$ cat config.mk
export PLATFORM = sky130hd
export DESIGN_NAME = ultrasonic_range_averager_flat
export DESIGN_NICKNAME = d
export VERILOG_FILES = /design/src/rtl/ura_pkg.sv /design/src/rtl/ura_in_if.sv /design/src/rtl/ura_out_if.sv /design/src/rtl/ultrasonic_range_averager.sv /design/src/flat_wrapper.sv
export SDC_FILE = /design/constraint.sdc
export NUM_CORES = 1
export LEC_CHECK = 0
export ABC_AREA = 1
export CORE_UTILIZATION = 45
export DETAILED_ROUTE_END_ITERATION = 10
export DONT_BUFFER_PORTS = 1
export PLACE_DENSITY = 0.62
export SYNTH_ARGS = -nofsm -noshare
export SYNTH_HDL_FRONTEND = slang
export SYNTH_SLANG_ARGS = --single-unit
$ cat constraint.sdc
create_clock -name i_clk -period 7.2 [get_ports i_clk]
set_input_delay 0.72 -clock i_clk [delete_from_list [all_inputs] [get_ports i_clk]]
set_output_delay 0.72 -clock i_clk [all_outputs]
set_load 0.01 [all_outputs]
$ cat src/rtl/ura_pkg.sv
// ura_pkg: shared widths, register indexes, reset values and scaling constants
// for the ultrasonic range averager. No dependencies; used by ura_out_if and the
// top level.
package ura_pkg;

    // number of readings averaged per result (default of the top-level parameter)
    localparam int SAMPLES_DEF = 3;

    // field and register widths
    localparam int DIST_W      = 10;
    localparam int TICK_W      = 20;
    localparam int PRESC_W     = 16;
    localparam int UNITS_W     = 16;
    localparam int SUM_W       = 13;
    localparam int LEN_W       = 17;
    localparam int CFG_IDX_W   = 3;
    localparam int CFG_DATA_W  = 20;

    // register indexes on the configuration port
    localparam logic [CFG_IDX_W-1:0] CFG_TRIGGER_TICKS   = 3'd0;
    localparam logic [CFG_IDX_W-1:0] CFG_RETRIGGER_TICKS = 3'd1;
    localparam logic [CFG_IDX_W-1:0] CFG_UNIT_PRESCALE   = 3'd2;
    localparam logic [CFG_IDX_W-1:0] CFG_COUNT_TOP       = 3'd3;
    localparam logic [CFG_IDX_W-1:0] CFG_MAX_DISTANCE    = 3'd4;
    localparam logic [CFG_IDX_W-1:0] CFG_GAP_TICKS       = 3'd5;

    // register values after reset
    localparam logic [9:0]  RST_TRIGGER_TICKS   = 10'd20;
    localparam logic [19:0] RST_RETRIGGER_TICKS = 20'd40020;
    localparam logic [15:0] RST_UNIT_PRESCALE   = 16'd100;
    localparam logic [15:0] RST_COUNT_TOP       = 16'd999;
    localparam logic [9:0]  RST_MAX_DISTANCE    = 10'd300;
    localparam logic [19:0] RST_GAP_TICKS       = 20'd100000;

    // floor(units * 100 / 58) == (units * DIST_MUL) >> DIST_SHIFT for any 16-bit units
    localparam int               DIST_SHIFT = 21;
    localparam logic [21:0]      DIST_MUL   = 22'd3615780;
    localparam int               DIST_PROD_W = UNITS_W + 22;

    // shift used for the mean's reciprocal multiply
    localparam int MEAN_SHIFT = 16;

endpackage

$ cat src/rtl/ura_in_if.sv
// ura_in_if: input channel of the range averager, one beat per timebase tick.
// Takes nothing from ura_pkg; it carries only the handshake and the echo level.
interface ura_in_if;
    logic valid;
    logic ready;
    logic echo_level;

    modport source (output valid, output echo_level, input ready);
    modport sink   (input valid, input echo_level, output ready);
endinterface

$ cat src/rtl/ura_out_if.sv
// ura_out_if: result channel of the range averager, one beat per tick taken.
// Depends on ura_pkg for the distance width.
interface ura_out_if;
    logic                       valid;
    logic                       ready;
    logic                       trigger_level;
    logic                       distance_valid;
    logic [ura_pkg::DIST_W-1:0] distance;

    modport source (output valid, output trigger_level, output distance_valid,
                    output distance, input ready);
    modport sink   (input valid, input trigger_level, input distance_valid,
                    input distance, output ready);
endinterface

$ cat src/rtl/ultrasonic_range_averager.sv
// Ultrasonic range averager: one beat in per timebase tick carrying the sampled
// echo level, one beat out per tick with the trigger drive, and every SAMPLES
// readings the truncated mean distance in centimetres. The block takes a tick in
// every clock cycle while the result side keeps up. The path runs through five
// registers: the input register, the ranging control step (phase, tick,
// prescale and unit counters), the centimetre scaling multiply, the saturate
// and accumulate step, and the mean multiply into the output register. Each
// stage holds its beat while the stage after it is full, so a stall on the
// result side fills the pipe before the input stops taking ticks. Configuration
// is written through i_cfg_we, i_cfg_idx and i_cfg_data; the user must do so only
// while no tick is in flight, as the block itself does not enforce this.
// Depends on ura_pkg, ura_in_if and ura_out_if.
module ultrasonic_range_averager #(
    parameter int SAMPLES = ura_pkg::SAMPLES_DEF
) (
    input  logic                           i_clk,
    input  logic                           i_rst_n,
    input  logic                           i_cfg_we,
    input  logic [ura_pkg::CFG_IDX_W-1:0]  i_cfg_idx,
    input  logic [ura_pkg::CFG_DATA_W-1:0] i_cfg_data,
    ura_in_if.sink                         i_tick,
    ura_out_if.source                      o_res
);

    localparam int IDX_W = $clog2(SAMPLES + 1);
    // ceil(2^MEAN_SHIFT / SAMPLES) gives an exact floor for every 13-bit sum
    localparam logic [ura_pkg::MEAN_SHIFT:0] MEAN_MUL =
        (ura_pkg::MEAN_SHIFT + 1)'(((1 << ura_pkg::MEAN_SHIFT) + SAMPLES - 1) / SAMPLES);
    localparam int MEAN_PROD_W = ura_pkg::SUM_W + ura_pkg::MEAN_SHIFT + 1;

    typedef enum logic [1:0] {
        PH_TRIGGER,
        PH_WAIT,
        PH_MEASURE,
        PH_GAP
    } t_phase;

    // configuration registers
    logic [9:0]                      r_trigger_ticks;
    logic [ura_pkg::TICK_W-1:0]      r_retrigger_ticks;
    logic [ura_pkg::PRESC_W-1:0]     r_unit_prescale;
    logic [ura_pkg::UNITS_W-1:0]     r_count_top;
    logic [ura_pkg::DIST_W-1:0]      r_max_distance;
    logic [ura_pkg::TICK_W-1:0]      r_gap_ticks;

    // ranging control state
    t_phase                          r_phase, n_phase;
    logic [ura_pkg::TICK_W-1:0]      r_tick, n_tick;
    logic [ura_pkg::PRESC_W-1:0]     r_presc, n_presc;
    logic [ura_pkg::UNITS_W-1:0]     r_units, n_units;

    // averaging state
    logic [IDX_W-1:0]                r_idx;
    logic [ura_pkg::SUM_W-1:0]       r_sum;

    // pipeline registers
    logic                            r_v0, r_v1, r_v2, r_v3, r_v4;
    logic                            r_echo0;
    logic                            r_trig1, r_trig2, r_trig3, r_trig4;
    logic                            r_done1, r_done2;
    logic [ura_pkg::UNITS_W-1:0]     r_units1;
    logic [ura_pkg::LEN_W-1:0]       r_len2;
    logic                            r_val3, r_val4;
    logic [ura_pkg::SUM_W-1:0]       r_sum3;
    logic [ura_pkg::DIST_W-1:0]      r_dist4;

    // stage handshake
    logic                            rdy0, rdy1, rdy2, rdy3, rdy4;
    logic                            step1, step3;

    // control step signals
    logic                            trig_c, done_c, in_meas;
    logic [ura_pkg::TICK_W-1:0]      tick_inc;
    logic [ura_pkg::PRESC_W-1:0]     meas_presc, presc_inc;
    logic [ura_pkg::UNITS_W-1:0]     meas_units;

    // scaling, accumulation and mean
    logic [ura_pkg::DIST_PROD_W-1:0] len_prod;
    logic [ura_pkg::DIST_W-1:0]      len_sat;
    logic [ura_pkg::SUM_W-1:0]       sum_new;
    logic [IDX_W-1:0]                idx_inc;
    logic                            set_full;
    logic [MEAN_PROD_W-1:0]          mean_prod;

    assign rdy4 = !r_v4 || o_res.ready;
    assign rdy3 = !r_v3 || rdy4;
    assign rdy2 = !r_v2 || rdy3;
    assign rdy1 = !r_v1 || rdy2;
    assign rdy0 = !r_v0 || rdy1;
    assign step1 = r_v0 && rdy1;
    assign step3 = r_v2 && rdy3;

    assign i_tick.ready         = rdy0;
    assign o_res.valid          = r_v4;
    assign o_res.trigger_level  = r_trig4;
    assign o_res.distance_valid = r_val4;
    assign o_res.distance       = r_dist4;

    // ranging control for one tick
    always_comb begin
        n_phase    = r_phase;
        n_tick     = r_tick;
        n_presc    = r_presc;
        n_units    = r_units;
        trig_c     = 1'b0;
        done_c     = 1'b0;
        in_meas    = 1'b0;
        meas_presc = r_presc;
        meas_units = r_units;
        tick_inc   = r_tick + 1'b1;
        unique case (r_phase)
            PH_TRIGGER: begin
                trig_c = 1'b1;
                if (tick_inc >= {10'b0, r_trigger_ticks}) begin
                    n_phase = PH_WAIT;
                    n_tick  = '0;
                end else begin
                    n_tick = tick_inc;
                end
            end
            PH_WAIT: begin
                if (r_echo0) begin
                    // echo rise is counted as the first measuring tick
                    in_meas    = 1'b1;
                    meas_presc = '0;
                    meas_units = '0;
                    n_tick     = '0;
                end else if (tick_inc >= r_retrigger_ticks) begin
                    n_phase = PH_TRIGGER;
                    n_tick  = '0;
                end else begin
                    n_tick = tick_inc;
                end
            end
            PH_MEASURE: begin
                in_meas = 1'b1;
            end
            PH_GAP: begin
                if (tick_inc >= r_gap_ticks) begin
                    n_phase = PH_TRIGGER;
                    n_tick  = '0;
                end else begin
                    n_tick = tick_inc;
                end
            end
            default: begin
                n_phase = PH_TRIGGER;
            end
        endcase
        presc_inc = meas_presc + 1'b1;
        if (in_meas) begin
            if (r_echo0) begin
                n_phase = PH_MEASURE;
                if (presc_inc >= r_unit_prescale) begin
                    n_presc = '0;
                    n_units = (meas_units >= r_count_top) ? '0 : meas_units + 1'b1;
                end else begin
                    n_presc = presc_inc;
                    n_units = meas_units;
                end
            end else begin
                done_c  = 1'b1;
                n_presc = '0;
                n_units = '0;
                n_tick  = '0;
                n_phase = PH_GAP;
            end
        end
    end

    // centimetres, saturation, running sum and mean
    assign len_prod  = ura_pkg::DIST_PROD_W'(r_units1) * ura_pkg::DIST_PROD_W'(ura_pkg::DIST_MUL);
    assign len_sat   = (r_len2 > ura_pkg::LEN_W'(r_max_distance)) ? r_max_distance
                                                                  : r_len2[ura_pkg::DIST_W-1:0];
    assign sum_new   = r_sum + ura_pkg::SUM_W'(len_sat);
    assign idx_inc   = r_idx + 1'b1;
    assign set_full  = idx_inc >= IDX_W'(SAMPLES);
    assign mean_prod = MEAN_PROD_W'(r_sum3) * MEAN_PROD_W'(MEAN_MUL);

    always_ff @(posedge i_clk) begin
        if (!i_rst_n) begin
            r_trigger_ticks   <= ura_pkg::RST_TRIGGER_TICKS;
            r_retrigger_ticks <= ura_pkg::RST_RETRIGGER_TICKS;
            r_unit_prescale   <= ura_pkg::RST_UNIT_PRESCALE;
            r_count_top       <= ura_pkg::RST_COUNT_TOP;
            r_max_distance    <= ura_pkg::RST_MAX_DISTANCE;
            r_gap_ticks       <= ura_pkg::RST_GAP_TICKS;
            r_phase           <= PH_TRIGGER;
            r_tick            <= '0;
            r_presc           <= '0;
            r_units           <= '0;
            r_idx             <= '0;
            r_sum             <= '0;
            r_v0              <= 1'b0;
            r_v1              <= 1'b0;
            r_v2              <= 1'b0;
            r_v3              <= 1'b0;
            r_v4              <= 1'b0;
        end else begin
            if (i_cfg_we) begin
                unique case (i_cfg_idx)
                    ura_pkg::CFG_TRIGGER_TICKS:   r_trigger_ticks   <= i_cfg_data[9:0];
                    ura_pkg::CFG_RETRIGGER_TICKS: r_retrigger_ticks <= i_cfg_data;
                    ura_pkg::CFG_UNIT_PRESCALE:   r_unit_prescale   <= i_cfg_data[15:0];
                    ura_pkg::CFG_COUNT_TOP:       r_count_top       <= i_cfg_data[15:0];
                    ura_pkg::CFG_MAX_DISTANCE:    r_max_distance    <= i_cfg_data[9:0];
                    ura_pkg::CFG_GAP_TICKS:       r_gap_ticks       <= i_cfg_data;
                    default: begin
                    end
                endcase
            end

            // input register
            if (rdy0) begin
                r_v0    <= i_tick.valid;
                r_echo0 <= i_tick.echo_level;
            end

            // control step
            if (rdy1) begin
                r_v1     <= r_v0;
                r_trig1  <= trig_c;
                r_done1  <= done_c;
                r_units1 <= r_units;
            end
            if (step1) begin
                r_phase <= n_phase;
                r_tick  <= n_tick;
                r_presc <= n_presc;
                r_units <= n_units;
            end

            // scaling multiply
            if (rdy2) begin
                r_v2    <= r_v1;
                r_trig2 <= r_trig1;
                r_done2 <= r_done1;
                r_len2  <= len_prod[ura_pkg::DIST_PROD_W-1 -: ura_pkg::LEN_W];
            end

            // saturate and accumulate
            if (rdy3) begin
                r_v3    <= r_v2;
                r_trig3 <= r_trig2;
                r_val3  <= r_done2 && set_full;
                r_sum3  <= sum_new;
            end
            if (step3 && r_done2) begin
                if (set_full) begin
                    r_idx <= '0;
                    r_sum <= '0;
                end else begin
                    r_idx <= idx_inc;
                    r_sum <= sum_new;
                end
            end

            // mean into the output register
            if (rdy4) begin
                r_v4    <= r_v3;
                r_trig4 <= r_trig3;
                r_val4  <= r_val3;
                r_dist4 <= r_val3 ? mean_prod[ura_pkg::MEAN_SHIFT +: ura_pkg::DIST_W] : '0;
            end
        end
    end

    // the reading count never reaches the set size between beats
    a_idx_range: assert property (@(posedge i_clk) disable iff (!i_rst_n)
        r_idx < IDX_W'(SAMPLES))
        else $error("reading index out of range");

    // measuring only ever starts from waiting for the echo
    a_measure_entry: assert property (@(posedge i_clk) disable iff (!i_rst_n)
        $rose(r_phase == PH_MEASURE) |-> $past(r_phase == PH_WAIT))
        else $error("measure entered from wrong phase");

    // a mean is never emitted on a trigger beat
    a_trig_excl: assert property (@(posedge i_clk) disable iff (!i_rst_n)
        r_v4 |-> !(r_trig4 && r_val4))
        else $error("trigger and distance on the same beat");

    // distance reads zero on beats without a mean
    a_dist_zero: assert property (@(posedge i_clk) disable iff (!i_rst_n)
        (r_v4 && !r_val4) |-> (r_dist4 == '0))
        else $error("distance set without a mean");

endmodule
$ cat src/flat_wrapper.sv
// flat-port wrapper written by rule: the top's interface ports become plain ports
module ultrasonic_range_averager_flat 
#(
    parameter int SAMPLES = ura_pkg::SAMPLES_DEF
)
  (i_clk, i_rst_n, i_cfg_we, i_cfg_idx, i_cfg_data, i_tick_valid, i_tick_echo_level, i_tick_ready, o_res_valid, o_res_trigger_level, o_res_distance_valid, o_res_distance, o_res_ready);
  ura_in_if i_tick_i ();
  ura_out_if o_res_i ();
  input  logic i_clk;
  input  logic i_rst_n;
  input  logic i_cfg_we;
  input  logic [ura_pkg::CFG_IDX_W-1:0] i_cfg_idx;
  input  logic [ura_pkg::CFG_DATA_W-1:0] i_cfg_data;
  input wire logic [$bits(i_tick_i.valid)-1:0] i_tick_valid;
  input wire logic [$bits(i_tick_i.echo_level)-1:0] i_tick_echo_level;
  output wire logic [$bits(i_tick_i.ready)-1:0] i_tick_ready;
  output wire logic [$bits(o_res_i.valid)-1:0] o_res_valid;
  output wire logic [$bits(o_res_i.trigger_level)-1:0] o_res_trigger_level;
  output wire logic [$bits(o_res_i.distance_valid)-1:0] o_res_distance_valid;
  output wire logic [$bits(o_res_i.distance)-1:0] o_res_distance;
  input wire logic [$bits(o_res_i.ready)-1:0] o_res_ready;
  assign i_tick_i.valid = i_tick_valid;
  assign i_tick_i.echo_level = i_tick_echo_level;
  assign i_tick_ready = i_tick_i.ready;
  assign o_res_valid = o_res_i.valid;
  assign o_res_trigger_level = o_res_i.trigger_level;
  assign o_res_distance_valid = o_res_i.distance_valid;
  assign o_res_distance = o_res_i.distance;
  assign o_res_i.ready = o_res_ready;
  ultrasonic_range_averager #(.SAMPLES(SAMPLES)) u_core (.i_clk(i_clk), .i_rst_n(i_rst_n), .i_cfg_we(i_cfg_we), .i_cfg_idx(i_cfg_idx), .i_cfg_data(i_cfg_data), .i_tick(i_tick_i), .o_res(o_res_i));
endmodule
# Yosys cells after proc, flatten, opt, wreduce, memory -nomap -nowiden

Cells that the tools add are included.

Logic and storage cells: 116
Bits of input ports: 29
Register bits after elaboration: 231
Output and inout port bits: 14

Reduce and logical (&&, ||, !) cells: 30
Order comparisons: 7
Multipliers: 2
Equality and inequality tests: 12
Multiplexer cells: 30
Add/subtract/negate cells: 5

Operator list:

| cell                                                 | count |
|---|---|
| 2-to-1 mux 16 bit                                    | 9 |
| 2-to-1 mux 20 bit                                    | 6 |
| case mux 20 bit (3 select lines)                     | 1 |
| greater-or-equal comparator 20 bit                   | 2 |
| multiplier 16 x 20 -> 36 bit (second input constant) | 1 |
| adder 16 x 1 -> 16 bit (second input constant)       | 2 |
| greater-or-equal comparator 16 bit                   | 2 |
| multiplier 13 x 14 -> 25 bit (second input constant) | 1 |
| AND reduction 2 bit                                  | 12 |
| adder 20 x 1 -> 20 bit (second input constant)       | 1 |
| greater-or-equal comparator 20 x 10 -> 1 bit         | 1 |
| > comparator 17 x 10 -> 1 bit                        | 1 |
| adder 13 x 10 -> 13 bit                              | 1 |
| 2-to-1 mux 13 bit                                    | 1 |
| 2-to-1 mux 2 bit                                     | 6 |
| 2-to-1 mux 10 bit                                    | 1 |
| != test 3 x 1 -> 1 bit (second input constant)       | 3 |
| == test 3 x 2 -> 1 bit (second input constant)       | 2 |
| == test 3 bit (second input constant)                | 2 |
| case mux 2 bit (3 select lines)                      | 1 |
| AND reduction 6 bit                                  | 1 |
| logical NOT 1 bit                                    | 5 |
| logical OR 1 bit                                     | 5 |
| == test 2 bit (second input constant)                | 2 |
| 11 further kinds                                     | 17 |

# Depth between registers and ports, before layout

Depth after elaboration: 7
Gate-level depth with buffers: 26
Gate-level depth less buffers: 25

# Worst setup path before layout

No wires, ideal clock.

Path kind: reg-to-reg
Start: register u_core.r_units1[5] (netlist bit)
End: register u_core.r_len2[10] (netlist bit) (data pin)
Arrival time: 4.922 ns
Stages on the path, launching flop included: 17
Buffers on the path: 0
Path slack: 2.013 ns
Setup time: 0.265 ns
Data required time: 6.935 ns
Period minus slack after synthesis: 5.187 ns
Cell sequence: edfxtp_1 -> fa_1 -> fa_1 -> fa_1 -> inv_1 -> fa_1 -> fa_1 -> fa_1 -> inv_1 -> ha_1 -> nand2_1 -> nor2_1 -> a211oi_1 -> nand2_1 -> a21oi_1 -> o21ai_0 -> xor2_1

Word-level cells in the longest chain between the ends: 1

Ends and longest elaborated chain:

| what                               | RTL line                         | RTL |
|---|---|---|
| from (decl)                        | ultrasonic_range_averager.sv:61  | `logic [ura_pkg::UNITS_W-1:0] r_units1;` |
| from (signal assigned)             | ultrasonic_range_averager.sv:224 | `r_units1 <= r_units;` |
| multiplier 16 x 20 -> 36 bit       | ultrasonic_range_averager.sv:172 | `assign len_prod = ura_pkg::DIST_PROD_W'(r_units1) * ura_pkg::DIST_PROD_W'(ura_pkg::DIST_MUL);` |
| named net u_core.len_prod, one bit | ultrasonic_range_averager.sv:78  | `logic [ura_pkg::DIST_PROD_W-1:0] len_prod;` |
| to (signal assigned)               | ultrasonic_range_averager.sv:238 | `r_len2 <= len_prod[ura_pkg::DIST_PROD_W-1 -: ura_pkg::LEN_W];` |
| to (decl)                          | ultrasonic_range_averager.sv:62  | `logic [ura_pkg::LEN_W-1:0] r_len2;` |

The timed path passes the listed nets, and every way through them passes these cells.
A chain may end at the register's enable or synchronous reset.

# Worst setup path in the final report

Start: register u_core.r_units1[14] (netlist bit)
End: register u_core.r_len2[13] (netlist bit) (data pin)

Same word-level chain as after synthesis.

==> impl_metrics.py <==
metrics = {
    "final_layout": {
        "multi_input_area_um2": 13100,
        "layout.nets": 2974,
        "final_cell_mix": "inv_1, nand2_1, ha_1",
        "syn_to_final_growth_pct": 7.24,
        "drive_above_1_share": 0.0518,
        "layout_commonest_cell": "inv_1",
        "seqCellArea_um2": 5280,
        "fillers": 4287,
        "n_antenna_cell": 0,
    },
    "die": {
        "num_io_pins": 43,
        "die_w_um": 215,
        "die_area_um2": 46400,
        "die_h_um": 215,
        "rows": 77,
        "floorplan.initialDensity": 0.459,
        "core_um2": 44600,
    },
    "global_routing": {
        "grt_pass1_vias": 16193,
        "grt_max_degree": 99,
        "grt_use_total": 0.218,
        "gr-total-overflow": 0,
        "grt_pass1_wl_um": 82100,
        "antenna_found_initial": 0,
    },
    "clock_network": {
        "clkSinkCount": 231,
        "clk_path_buf_depth": 3,
        "cts.htree.levels": 1,
        "cts_buffers": 29,
        "post_cts_buffers": 0,
        "cts_tree": "built",
        "cts_resized": 0,
        "cts_hold_buffers": 0,
        "clk-insertion-delay-late_ns": 0.58,
        "clkSlewWorstSetupHoldPaths_ns": 0.06,
        "root_buffer": "clkbuf_16",
    },
    "sta": {
        "worst_pin_slew_ns": 1.16,
        "final_max_slew_viol_count": 0,
        "relSlewSlack": 0.225,
        "rsz0062_at_grt": "false",
        "timing.fmax_ghz": 0.178,
        "layout_setup_ws_ns": 1.59,
        "fin_worst_skew_ns": 0.0228,
        "fin_crit_ns": 5.61,
        "tns_ns": 0,
        "setup_violations": 0,
        "whs_ns": 0.231,
        "fin_crit_sh": 0.779,
        "finalHoldViolCount": 0,
    },
    "flow_run": {
        "max_cap_violations": 0,
    },
    "power": {
        "share_comb_of_total_power": 0.515,
        "netSwitchingFraction": 0.434,
        "p_per_area_nw_per_um2": 287,
        "power.switching_w": 0.00274,
        "seqPwrFrac": 0.255,
        "vdd_ir_drop_max_v": 0.000213,
        "p_leak_nw": 10.5,
        "power_frac_clock": 0.230,
        "power.internal_w": 0.00358,
    },
    "placed_design": {
        "dp_slack_ns": 1.62,
        "dp_hpwl_um": 39100,
        "gp_congestion": 0.895,
        "port_buffers": 0,
    },
    "critical_path": {
        "r2r-end": "u_core.r_len2[13]",
        "worstPathMaxFanout": 7,
        "required_ns": 7.51,
        "endpoint_kind": "flop",
        "ff2ff_path_depth": 19,
        "critPathArrivalTime_ns": 5.92,
        "crit_type": "flop to flop",
        "r2r_start": "u_core.r_units1[14]",
        "rrSetupSlack_ns": 1.59,
        "startpoint_type": "flop",
    },
    "logic_synthesis": {
        "ys_seq_elements": 231,
        "synth_top_area_share": 0.194,
        "synth_area_per_cell_um2": 8.17,
        "ys_top_cells_by_area": "ha_1, dfxtp_1, fa_1",
        "synthFlopType": "dfxtp_1",
        "yosys_warnings": 0,
        "synth_seq_area_share": 0.257,
        "synth-edff-count": 65,
        "synthDistinctLibCells": 53,
        "synthArstFlopShare": 0,
        "synth_nets": 2994,
        "synth_top_cell_by_area": "ha_1",
        "synthCells": 2507,
        "syn-cell-area_um2": 20500,
    },
    "drt": {
        "via_per_inst": 5.15,
        "avgRoutedWirePerCell_um": 15.8,
        "drc": 0,
        "ant_nets": 0,
        "drtIter0Drc": 803,
        "num_vias": 15965,
        "drt_first_pass_iters": 7,
        "wl_um": 49000,
    },
    "status": {
        "outcome": "finished, final reports clean",
    },
    "worst_hold_path": {
        "holdCritPathClass": "primary input to flop",
        "hold_depth": 0,
        "hold_start": "i_tick_echo_level",
        "hold_path_end": "u_core.r_echo0",
    },
}
[Yosys cell counts, drive strengths merged (7+ instances only)]
library cell and number:
a21boi 8, a21oi 225, a22oi 11, buf 11, clkbuf 47, dfxtp 166
edfxtp 65, fa 140, ha 318, inv 480, nand2 449, nand3 67
nand3b 7, nand4 11, nor2 188, nor3 26, nor4 9, o211ai 34
o21a 8, o21ai 141, xnor2 19, xor2 41
[layout make-up]
type	count	share of cell area
inverters	481	0.0822
repair buffers	7	0.00239
well taps	592	0.0337
multi-input cells	1737	0.598
clock buffers	37	0.0354
flip-flops and latches	231	0.240
clock inverters	17	0.00786
[metrics by stage]
stage | power (W) | cells | instance area (um^2) | util
6_report | 0.00631 | 3102 | 22000 | 0.493
5_1_grt | 0.00695 | 3102 | 22000 | 0.493
4_1_cts | 0.00638 | 3102 | 22000 | 0.493
3_5_place_dp | 0.00488 | 3048 | 21000 | 0.471
3_3_place_gp | 0.00484 | 3048 | 21000 | 0.471
2_1_floorplan | 0.00407 | 2507 | 20500 | -
[worst max-delay path by stage]
stage                     cells after the start                 end           startpoint  slack (ns)
final                                        19   u_core.r_len2[13]  u_core.r_units1[14]        1.59
after global routing                         23  u_core.r_units[13]    u_core.r_phase[1]        1.24
after CTS                                    19   u_core.r_len2[13]  u_core.r_units1[14]        1.58
after detailed placement                     19   u_core.r_len2[13]  u_core.r_units1[14]        1.62
after global placement                       17   u_core.r_len2[12]   u_core.r_units1[4]        1.73
after floorplan                              16   u_core.r_len2[10]   u_core.r_units1[5]        2.01
[critical path: stages, from the launching register on]
cell and delay [ns]:
edfxtp_1 0.54, inv_1 0.08, ha_1 0.34, fa_1 0.51, inv_1 0.06, fa_1 0.50
fa_1 0.52, fa_1 0.55, inv_1 0.07, fa_1 0.53, inv_1 0.04, ha_1 0.36
nand2_1 0.13, nor4_1 0.34, nand3_1 0.14, nand3_1 0.15, nand2_1 0.07, o211ai_1 0.13
a21oi_1 0.12, xor2_1 0.15
[flip-flops by register name, summed over array words and instances (netlist names), 2 cells and up]
| signal | count |
|---|---|
| u_core.r_gap_ticks | 20 |
| u_core.r_retrigger_ticks | 20 |
| u_core.r_tick | 20 |
| u_core.r_len2 | 17 |
| u_core.r_count_top | 16 |
| u_core.r_presc | 16 |
| u_core.r_unit_prescale | 16 |
| u_core.r_units1 | 16 |
| u_core.r_units | 16 |
| u_core.r_sum3 | 13 |
| u_core.r_sum | 13 |
| u_core.o_res.distance | 10 |
| u_core.r_max_distance | 10 |
| u_core.r_trigger_ticks | 10 |
| u_core.r_idx | 2 |
| u_core.r_phase | 2 |
[routing by layer]
layer	track usage	vias up	wire [um]
met1	0.288	7527	22600
met2	0.374	293	23100
met4	0.0638	0	1350
met5	0	-	0
li1	-	8071	-
met3	0.0264	74	1920
[power groups by stage]
stage	sequential [W]	combinational [W]	clock, W
after global routing	0.00162	0.00379	0.00154
after CTS	0.00161	0.00328	0.00149
after global placement	0.00164	0.00320	0
after floorplan	0.00160	0.00247	0
after detailed placement	0.00163	0.00325	0
final	0.00161	0.00325	0.00145
[cells by family after synthesis]
family / share of synthesized area
fa+ha+maj: 0.331
compound gates: 0.125
buf+inv: 0.101
flops: 0.257
simple gates: 0.160
xor+xnor: 0.0260
Power figures use the tool's default switching activity.
